### src/hdl/bpts_pkg.sv
// Package for the bitmap priority task scheduler.
// Holds the field widths, action and switch codes and the controller/datapath structs.
// No dependencies.
package bpts_pkg;

   localparam int TASK_W  = 5;
   localparam int TIME_W  = 32;
   localparam int ACT_W   = 3;
   localparam int KIND_W  = 2;
   localparam int NEST_W  = 8;

   localparam logic [NEST_W-1:0] NEST_MAX    = '1;
   localparam logic [TASK_W-1:0] IDLE_RESET  = 5'd31;

   // Action codes carried on the request channel.
   localparam logic [ACT_W-1:0] ACT_CREATE  = 3'd0;
   localparam logic [ACT_W-1:0] ACT_DELAY   = 3'd1;
   localparam logic [ACT_W-1:0] ACT_SUSPEND = 3'd2;
   localparam logic [ACT_W-1:0] ACT_RESUME  = 3'd3;
   localparam logic [ACT_W-1:0] ACT_TICK    = 3'd4;
   localparam logic [ACT_W-1:0] ACT_START   = 3'd5;
   localparam logic [ACT_W-1:0] ACT_IENTER  = 3'd6;
   localparam logic [ACT_W-1:0] ACT_IEXIT   = 3'd7;

   // Switch kinds reported on the response channel.
   localparam logic [KIND_W-1:0] KIND_NONE  = 2'd0;
   localparam logic [KIND_W-1:0] KIND_TASK  = 2'd1;
   localparam logic [KIND_W-1:0] KIND_INTR  = 2'd2;
   localparam logic [KIND_W-1:0] KIND_START = 2'd3;

   // Commands from the controller to the datapath.
   typedef struct packed {
      logic load;        // capture the accepted transaction
      logic tick_begin;  // advance time and nesting, rewind the delay walk
      logic walk_step;   // issue the next delay read of the walk
      logic exec;        // apply the action and reschedule
      logic out_load;    // move the staged result to the output register
   } cmd_type;

   // Status from the datapath to the controller.
   typedef struct packed {
      logic is_tick;
      logic walk_done;
   } status_type;

endpackage

### src/hdl/bpts_req_if.sv
// Request channel of the task scheduler: valid/ready handshake with the action payload.
// Depends on bpts_pkg.
interface bpts_req_if;
   import bpts_pkg::*;

   logic                 valid;
   logic                 ready;
   logic [ACT_W-1:0]     action;
   logic [TASK_W-1:0]    task_id;
   logic [TIME_W-1:0]    delay_ticks;

   modport source (output valid, action, task_id, delay_ticks, input ready);
   modport sink   (input valid, action, task_id, delay_ticks, output ready);
endinterface

### src/hdl/bpts_rsp_if.sv
// Response channel of the task scheduler: valid/ready handshake with the switch report.
// Depends on bpts_pkg.
interface bpts_rsp_if;
   import bpts_pkg::*;

   logic                 valid;
   logic                 ready;
   logic [KIND_W-1:0]    switch_kind;
   logic [TASK_W-1:0]    from_task;
   logic [TASK_W-1:0]    to_task;
   logic                 none_ready;
   logic [TASK_W-1:0]    current_task;
   logic [TIME_W-1:0]    system_time;

   modport source (output valid, switch_kind, from_task, to_task, none_ready,
                   current_task, system_time, input ready);
   modport sink   (input valid, switch_kind, from_task, to_task, none_ready,
                   current_task, system_time, output ready);
endinterface

### src/hdl/bitmap_priority_task_scheduler.sv
// Bitmap priority task scheduler. A transaction is loaded, then executed, then moved to the
// output register once it is free; a tick first advances time and walks the delay memory, reading
// and decrementing one delay counter per cycle through the shared write port, before it executes.
// One transaction is in work at a time; a new one is accepted while the response waits.
// Synchronous reset clears all tasks, delays, time and nesting; idle task register is 31.
module bitmap_priority_task_scheduler #(
   parameter int NUM_TASKS = 32
) (
   input  logic                         clock,
   input  logic                         reset,
   input  logic                         csr_wr_en,
   input  logic [bpts_pkg::TASK_W-1:0]  csr_wr_data,
   bpts_req_if.sink                     req,
   bpts_rsp_if.source                   rsp
);
   import bpts_pkg::*;

   cmd_type    cmd;
   status_type status;

   // Controller.
   bpts_ctrl u_ctrl (
      .clock     (clock),
      .reset     (reset),
      .req_valid (req.valid),
      .req_ready (req.ready),
      .rsp_valid (rsp.valid),
      .rsp_ready (rsp.ready),
      .status    (status),
      .cmd       (cmd)
   );

   // Datapath.
   bpts_dp #(
      .NUM_TASKS (NUM_TASKS)
   ) u_dp (
      .clock            (clock),
      .reset            (reset),
      .cmd              (cmd),
      .status           (status),
      .csr_wr_en        (csr_wr_en),
      .csr_wr_data      (csr_wr_data),
      .req_action       (req.action),
      .req_task_id      (req.task_id),
      .req_delay_ticks  (req.delay_ticks),
      .rsp_switch_kind  (rsp.switch_kind),
      .rsp_from_task    (rsp.from_task),
      .rsp_to_task      (rsp.to_task),
      .rsp_none_ready   (rsp.none_ready),
      .rsp_current_task (rsp.current_task),
      .rsp_system_time  (rsp.system_time)
   );

endmodule

### src/hdl/bpts_ctrl.sv
// Controller state machine of the task scheduler: sequences load, tick walk, execute and output.
// Depends on bpts_pkg.
module bpts_ctrl (
   input  logic                 clock,
   input  logic                 reset,
   input  logic                 req_valid,
   output logic                 req_ready,
   output logic                 rsp_valid,
   input  logic                 rsp_ready,
   input  bpts_pkg::status_type status,
   output bpts_pkg::cmd_type    cmd
);
   import bpts_pkg::*;

   localparam logic [2:0] S_IDLE  = 3'd0;
   localparam logic [2:0] S_BEGIN = 3'd1;
   localparam logic [2:0] S_WALK  = 3'd2;
   localparam logic [2:0] S_EXEC  = 3'd3;
   localparam logic [2:0] S_DONE  = 3'd4;

   logic [2:0] state_ff, state_in;
   logic       rsp_valid_ff, rsp_valid_in;
   logic       out_free;

   assign req_ready = (state_ff == S_IDLE);
   assign rsp_valid = rsp_valid_ff;
   assign out_free  = !rsp_valid_ff || rsp_ready;

   // Next state and command decode.
   always_comb begin
      state_in = state_ff;
      cmd      = '0;
      unique case (state_ff)
         S_IDLE: begin
            if (req_valid) begin
               cmd.load = 1'b1;
               state_in = S_BEGIN;
            end
         end
         S_BEGIN: begin
            if (status.is_tick) begin
               cmd.tick_begin = 1'b1;
               state_in       = S_WALK;
            end else begin
               cmd.exec = 1'b1;
               state_in = S_DONE;
            end
         end
         S_WALK: begin
            cmd.walk_step = 1'b1;
            if (status.walk_done) begin
               state_in = S_EXEC;
            end
         end
         S_EXEC: begin
            cmd.exec = 1'b1;
            state_in = S_DONE;
         end
         S_DONE: begin
            if (out_free) begin
               cmd.out_load = 1'b1;
               state_in     = S_IDLE;
            end
         end
         default: begin
            state_in = S_IDLE;
         end
      endcase
   end

   // The output valid flag is set on a load and cleared once the transaction is taken.
   always_comb begin
      rsp_valid_in = rsp_valid_ff;
      if (cmd.out_load) begin
         rsp_valid_in = 1'b1;
      end else if (rsp_ready) begin
         rsp_valid_in = 1'b0;
      end
   end

   always_ff @(posedge clock) begin
      if (reset) begin
         state_ff     <= S_IDLE;
         rsp_valid_ff <= 1'b0;
      end else begin
         state_ff     <= state_in;
         rsp_valid_ff <= rsp_valid_in;
      end
   end

endmodule

### src/hdl/bpts_dp.sv
// Datapath of the task scheduler: ready bitmap, delay memory, task state and result registers.
// Depends on bpts_pkg.
module bpts_dp #(
   parameter int NUM_TASKS = 32
) (
   input  logic                         clock,
   input  logic                         reset,
   input  bpts_pkg::cmd_type            cmd,
   output bpts_pkg::status_type         status,
   input  logic                         csr_wr_en,
   input  logic [bpts_pkg::TASK_W-1:0]  csr_wr_data,
   input  logic [bpts_pkg::ACT_W-1:0]   req_action,
   input  logic [bpts_pkg::TASK_W-1:0]  req_task_id,
   input  logic [bpts_pkg::TIME_W-1:0]  req_delay_ticks,
   output logic [bpts_pkg::KIND_W-1:0]  rsp_switch_kind,
   output logic [bpts_pkg::TASK_W-1:0]  rsp_from_task,
   output logic [bpts_pkg::TASK_W-1:0]  rsp_to_task,
   output logic                         rsp_none_ready,
   output logic [bpts_pkg::TASK_W-1:0]  rsp_current_task,
   output logic [bpts_pkg::TIME_W-1:0]  rsp_system_time
);
   import bpts_pkg::*;

   localparam int IDX_W = (NUM_TASKS > 1) ? $clog2(NUM_TASKS) : 1;
   localparam int CNT_W = $clog2(NUM_TASKS + 1);
   localparam logic [TASK_W:0]  TASK_LIMIT = (TASK_W + 1)'(NUM_TASKS);
   localparam logic [CNT_W-1:0] WALK_END   = CNT_W'(NUM_TASKS);

   // Configuration and scheduler state.
   logic [TASK_W-1:0]    idle_ff;
   logic [NUM_TASKS-1:0] mask_ff, mask_in;
   logic [TASK_W-1:0]    cur_ff, cur_in;
   logic [NEST_W-1:0]    nest_ff, nest_in;
   logic [TIME_W-1:0]    time_ff, time_in;
   logic                 run_ff, run_in;

   // Captured transaction.
   logic [ACT_W-1:0]     act_ff;
   logic [TASK_W-1:0]    id_ff;
   logic [TIME_W-1:0]    ticks_ff;

   // Delay memory with a valid bit per entry; an entry not yet written reads as zero.
   logic [TIME_W-1:0]    delay_mem [NUM_TASKS];
   logic [NUM_TASKS-1:0] dvalid_ff;
   logic                 wr_en;
   logic [IDX_W-1:0]     wr_addr;
   logic [TIME_W-1:0]    wr_data;

   // Tick walk over the delay memory.
   logic [CNT_W-1:0]     walk_cnt_ff;
   logic                 walk_rd;
   logic                 rd_pend_ff;
   logic [IDX_W-1:0]     rd_addr_ff;
   logic [TIME_W-1:0]    rd_data_ff;
   logic                 rd_vld_ff;
   logic [TIME_W-1:0]    walk_val;
   logic                 walk_wr;
   logic                 walk_wake;

   // Execute step.
   logic                 id_ok;
   logic                 idle_ok;
   logic [NUM_TASKS-1:0] id_bit;
   logic [NUM_TASKS-1:0] cur_bit;
   logic [NUM_TASKS-1:0] idle_bit;
   logic [NUM_TASKS-1:0] exec_mask;
   logic                 exec_wr;
   logic [IDX_W-1:0]     exec_addr;
   logic [TIME_W-1:0]    exec_data;
   logic                 do_sched;
   logic                 do_start;
   logic [KIND_W-1:0]    sched_kind;
   logic                 found;
   logic [TASK_W-1:0]    sel;
   logic [NEST_W-1:0]    nest_dec;
   logic [NEST_W-1:0]    nest_exec;
   logic [KIND_W-1:0]    kind_c;
   logic [TASK_W-1:0]    to_c;
   logic                 none_c;
   logic [TASK_W-1:0]    cur_exec;

   // Staged result.
   logic [KIND_W-1:0]    res_kind_ff;
   logic [TASK_W-1:0]    res_from_ff;
   logic [TASK_W-1:0]    res_to_ff;
   logic                 res_none_ff;
   logic [TASK_W-1:0]    res_cur_ff;
   logic [TIME_W-1:0]    res_time_ff;

   assign status.is_tick   = (act_ff == ACT_TICK);
   assign status.walk_done = (walk_cnt_ff == WALK_END);

   // Idle task register.
   always_ff @(posedge clock) begin
      if (reset) begin
         idle_ff <= IDLE_RESET;
      end else if (csr_wr_en) begin
         idle_ff <= csr_wr_data;
      end
   end

   // Transaction capture.
   always_ff @(posedge clock) begin
      if (cmd.load) begin
         act_ff   <= req_action;
         id_ff    <= req_task_id;
         ticks_ff <= req_delay_ticks;
      end
   end

   // Walk: read one delay per cycle, decrement it in the cycle after its read.
   assign walk_rd   = cmd.walk_step && (walk_cnt_ff != WALK_END);
   assign walk_val  = rd_vld_ff ? rd_data_ff : '0;
   assign walk_wr   = rd_pend_ff && (walk_val != '0);
   assign walk_wake = walk_wr && (walk_val == TIME_W'(1));

   always_ff @(posedge clock) begin
      if (reset) begin
         walk_cnt_ff <= '0;
         rd_pend_ff  <= 1'b0;
      end else begin
         if (cmd.tick_begin) begin
            walk_cnt_ff <= '0;
         end else if (walk_rd) begin
            walk_cnt_ff <= walk_cnt_ff + CNT_W'(1);
         end
         rd_pend_ff <= walk_rd;
      end
   end

   always_ff @(posedge clock) begin
      if (walk_rd) begin
         rd_addr_ff <= walk_cnt_ff[IDX_W-1:0];
         rd_data_ff <= delay_mem[walk_cnt_ff[IDX_W-1:0]];
         rd_vld_ff  <= dvalid_ff[walk_cnt_ff[IDX_W-1:0]];
      end
   end

   // Single write port shared by the walk and the execute step.
   always_comb begin
      wr_en   = walk_wr || (cmd.exec && exec_wr);
      wr_addr = walk_wr ? rd_addr_ff : exec_addr;
      wr_data = walk_wr ? (walk_val - TIME_W'(1)) : exec_data;
   end

   always_ff @(posedge clock) begin
      if (wr_en) begin
         delay_mem[wr_addr] <= wr_data;
      end
   end

   always_ff @(posedge clock) begin
      if (reset) begin
         dvalid_ff <= '0;
      end else if (wr_en) begin
         dvalid_ff[wr_addr] <= 1'b1;
      end
   end

   // Action decode and bitmap update.
   assign id_ok    = ({1'b0, id_ff} < TASK_LIMIT);
   assign idle_ok  = ({1'b0, idle_ff} < TASK_LIMIT);
   assign id_bit   = NUM_TASKS'(1) << id_ff[IDX_W-1:0];
   assign cur_bit  = NUM_TASKS'(1) << cur_ff[IDX_W-1:0];
   assign idle_bit = NUM_TASKS'(1) << idle_ff[IDX_W-1:0];
   assign nest_dec = (nest_ff != '0) ? (nest_ff - NEST_W'(1)) : '0;

   always_comb begin
      exec_mask  = mask_ff;
      exec_wr    = 1'b0;
      exec_addr  = id_ff[IDX_W-1:0];
      exec_data  = '0;
      do_sched   = 1'b0;
      do_start   = 1'b0;
      sched_kind = KIND_TASK;
      nest_exec  = nest_ff;
      unique case (act_ff)
         ACT_CREATE: begin
            if (id_ok) begin
               exec_wr   = 1'b1;
               exec_mask = mask_ff | id_bit;
            end
         end
         ACT_DELAY: begin
            if (ticks_ff != '0) begin
               exec_wr   = 1'b1;
               exec_addr = cur_ff[IDX_W-1:0];
               exec_data = ticks_ff;
               exec_mask = mask_ff & ~cur_bit;
               do_sched  = 1'b1;
            end
         end
         ACT_SUSPEND: begin
            if (id_ok) begin
               exec_wr   = 1'b1;
               exec_mask = mask_ff & ~id_bit;
               do_sched  = (cur_ff == id_ff);
            end
         end
         ACT_RESUME: begin
            if (id_ok) begin
               exec_wr   = 1'b1;
               exec_mask = mask_ff | id_bit;
               do_sched  = (cur_ff > id_ff);
            end
         end
         ACT_START: begin
            if (!run_ff) begin
               do_start = 1'b1;
               if (idle_ok) begin
                  exec_wr   = 1'b1;
                  exec_addr = idle_ff[IDX_W-1:0];
                  exec_mask = mask_ff | idle_bit;
               end
            end
         end
         ACT_IENTER: begin
            if (nest_ff != NEST_MAX) begin
               nest_exec = nest_ff + NEST_W'(1);
            end
         end
         ACT_TICK, ACT_IEXIT: begin
            nest_exec  = nest_dec;
            sched_kind = KIND_INTR;
            do_sched   = (nest_dec == '0);
         end
         default: begin
            exec_mask = mask_ff;
         end
      endcase
   end

   // Lowest set bit of the updated bitmap is the highest priority task.
   always_comb begin
      found = 1'b0;
      sel   = '0;
      for (int i = NUM_TASKS - 1; i >= 0; i--) begin
         if (exec_mask[i]) begin
            found = 1'b1;
            sel   = TASK_W'(i);
         end
      end
   end

   // Reschedule and form the result.
   always_comb begin
      kind_c   = KIND_NONE;
      none_c   = 1'b0;
      cur_exec = cur_ff;
      if (do_start) begin
         if (found) begin
            cur_exec = sel;
         end else begin
            none_c = 1'b1;
         end
         kind_c = KIND_START;
      end else if (do_sched) begin
         if (!found) begin
            none_c = 1'b1;
         end else if (sel != cur_ff) begin
            cur_exec = sel;
            kind_c   = sched_kind;
         end
      end
      to_c = cur_exec;
   end

   // State register next values.
   always_comb begin
      mask_in = mask_ff;
      cur_in  = cur_ff;
      nest_in = nest_ff;
      time_in = time_ff;
      run_in  = run_ff;
      if (cmd.tick_begin) begin
         time_in = time_ff + TIME_W'(1);
         if (nest_ff != NEST_MAX) begin
            nest_in = nest_ff + NEST_W'(1);
         end
      end
      if (walk_wake) begin
         mask_in = mask_ff | (NUM_TASKS'(1) << rd_addr_ff);
      end
      if (cmd.exec) begin
         mask_in = exec_mask;
         cur_in  = cur_exec;
         nest_in = nest_exec;
         run_in  = run_ff || do_start;
      end
   end

   always_ff @(posedge clock) begin
      if (reset) begin
         mask_ff <= '0;
         cur_ff  <= '0;
         nest_ff <= '0;
         time_ff <= '0;
         run_ff  <= 1'b0;
      end else begin
         mask_ff <= mask_in;
         cur_ff  <= cur_in;
         nest_ff <= nest_in;
         time_ff <= time_in;
         run_ff  <= run_in;
      end
   end

   // Result staging, then the output register.
   always_ff @(posedge clock) begin
      if (cmd.exec) begin
         res_kind_ff <= kind_c;
         res_from_ff <= cur_ff;
         res_to_ff   <= to_c;
         res_none_ff <= none_c;
         res_cur_ff  <= cur_exec;
         res_time_ff <= time_ff;
      end
   end

   always_ff @(posedge clock) begin
      if (cmd.out_load) begin
         rsp_switch_kind  <= res_kind_ff;
         rsp_from_task    <= res_from_ff;
         rsp_to_task      <= res_to_ff;
         rsp_none_ready   <= res_none_ff;
         rsp_current_task <= res_cur_ff;
         rsp_system_time  <= res_time_ff;
      end
   end

endmodule

### src/flat_wrapper.sv
// flat-port wrapper written by rule: the top's interface ports become plain ports
module bitmap_priority_task_scheduler_flat import bpts_pkg::*;
#(
   parameter int NUM_TASKS = 32
)
  (clock, reset, csr_wr_en, csr_wr_data, req_valid, req_action, req_task_id, req_delay_ticks, req_ready, rsp_valid, rsp_switch_kind, rsp_from_task, rsp_to_task, rsp_none_ready, rsp_current_task, rsp_system_time, rsp_ready);
  bpts_req_if req_i ();
  bpts_rsp_if rsp_i ();
  input  logic clock;
  input  logic reset;
  input  logic csr_wr_en;
  input  logic [bpts_pkg::TASK_W-1:0] csr_wr_data;
  input wire logic [$bits(req_i.valid)-1:0] req_valid;
  input wire logic [$bits(req_i.action)-1:0] req_action;
  input wire logic [$bits(req_i.task_id)-1:0] req_task_id;
  input wire logic [$bits(req_i.delay_ticks)-1:0] req_delay_ticks;
  output wire logic [$bits(req_i.ready)-1:0] req_ready;
  output wire logic [$bits(rsp_i.valid)-1:0] rsp_valid;
  output wire logic [$bits(rsp_i.switch_kind)-1:0] rsp_switch_kind;
  output wire logic [$bits(rsp_i.from_task)-1:0] rsp_from_task;
  output wire logic [$bits(rsp_i.to_task)-1:0] rsp_to_task;
  output wire logic [$bits(rsp_i.none_ready)-1:0] rsp_none_ready;
  output wire logic [$bits(rsp_i.current_task)-1:0] rsp_current_task;
  output wire logic [$bits(rsp_i.system_time)-1:0] rsp_system_time;
  input wire logic [$bits(rsp_i.ready)-1:0] rsp_ready;
  assign req_i.valid = req_valid;
  assign req_i.action = req_action;
  assign req_i.task_id = req_task_id;
  assign req_i.delay_ticks = req_delay_ticks;
  assign req_ready = req_i.ready;
  assign rsp_valid = rsp_i.valid;
  assign rsp_switch_kind = rsp_i.switch_kind;
  assign rsp_from_task = rsp_i.from_task;
  assign rsp_to_task = rsp_i.to_task;
  assign rsp_none_ready = rsp_i.none_ready;
  assign rsp_current_task = rsp_i.current_task;
  assign rsp_system_time = rsp_i.system_time;
  assign rsp_i.ready = rsp_ready;
  bitmap_priority_task_scheduler #(.NUM_TASKS(NUM_TASKS)) u_core (.clock(clock), .reset(reset), .csr_wr_en(csr_wr_en), .csr_wr_data(csr_wr_data), .req(req_i), .rsp(rsp_i));
endmodule
### config.mk
export PLATFORM = sky130hd
export DESIGN_NAME = bitmap_priority_task_scheduler_flat
export DESIGN_NICKNAME = d
export VERILOG_FILES = /design/src/hdl/bpts_pkg.sv /design/src/hdl/bpts_req_if.sv /design/src/hdl/bpts_rsp_if.sv /design/src/hdl/bitmap_priority_task_scheduler.sv /design/src/hdl/bpts_ctrl.sv /design/src/hdl/bpts_dp.sv /design/src/flat_wrapper.sv
export SDC_FILE = /design/constraint.sdc
export NUM_CORES = 2
export LEC_CHECK = 0
export BUFFER_PORTS_ARGS = -buffer_cell sky130_fd_sc_hd__buf_2
export CAP_MARGIN = 20
export CORE_MARGIN = 2
export CORE_UTILIZATION = 40
export DETAILED_ROUTE_END_ITERATION = 10
export MAX_ROUTING_LAYER = met4
export SLEW_MARGIN = 5
export SYNTH_ARGS = -nofsm -noshare
export SYNTH_HDL_FRONTEND = slang
export SYNTH_SLANG_ARGS = --single-unit
export TNS_END_PERCENT = 1
### constraint.sdc
create_clock -name clock -period 7.88 [get_ports clock]
set_input_delay 0.394 -clock clock [delete_from_list [all_inputs] [get_ports clock]]
set_output_delay 0.394 -clock clock [all_outputs]
set_load 0.005 [all_outputs]
==> results_dict.tcl <==
set metrics [dict create \
    outcome "finished, final reports clean" \
    crit_top_cell "or4_4" \
    drt-total-wl_microns 145800 \
    setup_violations 0 \
    synthFlopType "edfxtp_1" \
    rr_worst_depth 11 \
    cp_cell_sequence "or4_4 -> or3_1 -> or2_1 -> or4_4 -> a211oi_4 -> a21boi_2 -> a21oi_2 -> nor2b_1 -> nand2b_1 -> nor2_4 -> buf_4" \
    via_count 30346 \
    antenna_left 0 \
    critPathMaxStageDelay_ns 0.81 \
    boundaryPins 102 \
    first_iter_violations 3514 \
    drive_gt1_share_pct 25.22 \
    period_minus_slack_ns 5.541 \
    clockBufferDepth 3 \
    start_util_pct 40.39 \
    design_area_sq_um 62220 \
    syn-mean-instance-area_sq_um 17.71 \
    core_area_sq_um 133600 \
    ys_types 95 \
    p_leak_nw 18.36 \
    synth_nets 3111 \
    worstMarginPinSlew_ns 1.097 \
    holdCritPathClass "primary input to flop" \
    power_w 0.01475 \
    port_buffers 101 \
    die-area_sq_um 137900 \
    netlist_area_sq_um 53980 \
    antenna_found_initial 8 \
    hpwl_microns 93550 \
    root_buffer "clkbuf_16" \
    hold-path-cell-count 2 \
    crit_slowest_cell "nor2_4" \
    finalCritPeriodShare_pct 70.32 \
    critPathTopFamily "simple AND/OR/NAND/NOR gates" \
    syn_to_final_growth_pct 15.28 \
    place_area_sq_um 57250 \
    power_frac_comb_pct 4.7 \
    rsz0062_at_grt "no" \
    hp-start "csr_wr_en" \
    hold_path_end "u_core.u_dp.idle_ff[0]" \
    slew_viol_final 0 \
    final_nets 3316 \
    max_freq_mhz 180.5 \
    crit_path_start_kind "flop" \
    crit_arrival_ns 5.95 \
    clk_pin_slew_ns 0.06 \
    swShare_pct 22.41 \
    cts_tree "built" \
    p_int_w 0.01144 \
    fp.dieH_microns 371.3 \
    async_flop_share_pct 0 \
    grt_overflow_total 0 \
    ys_warn_count 0 \
    drv_cap 0 \
    routabilityCongestion 0.9713 \
    path_class "flop to flop" \
    grt.total_usage_pct 21.83 \
    finalHoldViolCount 0 \
    p_clk_share_pct 43.0 \
    htree_levels 4 \
    fin_util_pct 46.56 \
    grt_max_degree 96 \
    vias_per_cell 5.918 \
    first_pass_iters 6 \
    drc 0 \
    power_frac_seq_pct 52.4 \
    synth_seq_cells 1318 \
    critPathMaxFanout 19 \
    rr_endpoint "u_core.u_dp.delay_mem[14][28]" \
    rows 134 \
    cts_made_buffers 137 \
    p_sw_w 0.003304 \
    cp-end-kind "flop" \
    powerDensity_nw_per_um2 237.0 \
    r2r-start "u_core.u_dp.rd_data_ff[24]" \
    insertion_delay_ns 0.80 \
    grt_pass1_wl_microns 210400 \
    layout_common_cells "1192 x edfxtp_1, 330 x mux4_2, 160 x nor2_1, 137 x clkbuf_16, 121 x dfxtp_1" \
    grt_pass1_vias 29060 \
    crit_buf_inv 1 \
    fin_worst_skew_ns 0.07761 \
    chipWidth_microns 371.3 \
    seq_area_frac_synth_pct 70.99 \
    synth-edff-count 1192 \
    tns_ns 0 \
    slew_headroom_pct 26.31 \
    mostFrequentLayoutCell "edfxtp_1" \
    netlist_instances 3048 \
    r2r_setup_slack_ns 2.34 \
    ir_worst_vdd_uv 172.2 \
    clock-sinks 1318 \
    required_ns 8.28 \
    wl_per_cell_microns 28.42 \
]
cells in the mapped netlist (26+ instances only):
master    count  area, sq um
mux2_2       36        405.4
a21oi_1     104        520.5
inv_1        27        101.4
dfxtp_1     126         2522
nor3_1       39        195.2
o21ai_0      97        485.5
nand2b_1     30        187.7
clkbuf_1    134        503.0
nand3_1      63        315.3
xor2_1       29        254.0
edfxtp_1   1192        35790
nand2_1     108        405.4
nor2_1      194        728.2
mux4_2      330         7432
or3_1        26        162.7
a211oi_1     51        382.9
worst reg2reg max path: stages, from the launching register on:
cell	delay [ns]
edfxtp_1	0.45
or4_4	0.59
or3_1	0.35
or2_1	0.31
or4_4	0.45
a211oi_4	0.32
a21boi_2	0.16
a21oi_2	0.25
nor2b_1	0.32
nand2b_1	0.61
nor2_4	0.81
buf_4	0.50
area by class of cell:
class | instances | area [sq um]
flip-flops and latches | 1318 | 38330
fillers | 11192 | 71400
inverters | 28 | 106.4
multi-input cells | 1523 | 15170
clock inverters | 70 | 838.3
well taps | 1768 | 2212
repair buffers | 245 | 1997
clock buffers | 171 | 3556
diodes | 5 | 12.51
sequential cells by signal (all words and copies together) (netlist names), 6 cells and up:
name,cells
u_core.u_dp.rsp_system_time,32
u_core.u_dp.nest_ff,8
u_core.u_dp.res_time_ff,32
u_core.u_dp.rd_data_ff,32
u_core.u_dp.dvalid_ff,32
u_core.u_dp.delay_mem,1024
u_core.u_dp.time_ff,32
u_core.u_dp.ticks_ff,32
u_core.u_dp.mask_ff,32
u_core.u_dp.walk_cnt_ff,6
logic make-up (layout without fill, tap and decap cells):
family,after synthesis,after routing,synth area share [%]
DFF,1318,1318,70.99
buffers and inverters,207,514,1.542
AOI/OAI and AO/OA,475,475,5.981
xor gates and xnor gates,43,43,0.6977
adders and majority gates,13,13,0.3014
and+or+nand+nor,622,622,5.895
muxes,370,370,14.59
other,0,5,0
layer usage:
metal / share of wire (%) / track usage, % / vias to the layer above
met4: 2.5 / 5.832 / 0
met2: 44 / 30.30 / 1403
met3: 8.9 / 4.412 / 220
met1: 45 / 32.68 / 15804
li1: - / - / 12919
met5: 0 / - / -
power by group through the flow:
stage                     combinational [W]  clock (W)  sequential [W]
after detailed placement           0.000659          0         0.00787
after CTS                          0.000679    0.00646         0.00772
final                              0.000691    0.00633         0.00772
after floorplan                    0.000405          0         0.00784
after global routing               0.000741    0.00672         0.00772
after global placement             0.000655          0         0.00786
worst max path at each step:
stage / endpoint / slack, ns / cells past startpoint / from
2_1_floorplan: u_core.u_dp.walk_cnt_ff[5] / 0.21 / 10 / u_core.u_dp.walk_cnt_ff[0]
3_3_place_gp: u_core.u_dp.delay_mem[13][12] / 2.55 / 10 / u_core.u_dp.rd_data_ff[24]
3_5_place_dp: u_core.u_dp.delay_mem[13][12] / 2.42 / 10 / u_core.u_dp.rd_data_ff[24]
4_1_cts: u_core.u_dp.delay_mem[13][27] / 2.40 / 10 / u_core.u_dp.rd_data_ff[24]
5_1_grt: u_core.u_dp.delay_mem[12][30] / 2.17 / 10 / u_core.u_dp.rd_data_ff[24]
6_report: u_core.u_dp.delay_mem[14][28] / 2.34 / 11 / u_core.u_dp.rd_data_ff[24]
through the flow:
| step | std cells | hold WS (ns) | setup WS (ns) |
|---|---|---|---|
| final | 5128 | 0.05830 | 2.339 |
| after CTS | 5119 | 0.01895 | 2.395 |
| after detailed placement | 4831 | 0.4045 | 2.425 |
| after global routing | 5124 | 0.04002 | 2.172 |
| after global placement | 4819 | 0.4007 | 2.547 |
| after floorplan | 3048 | 0.4003 | 0.2124 |
timing repair:
item,4_1_cts,5_1_grt
hold endpoints to repair,48,0
endpoints found under the setup margin,0,0
buffers inserted,0,0
resized for setup,0,0
hold buffers,47,0
Note: power is estimated with default switching activity, not from simulation.
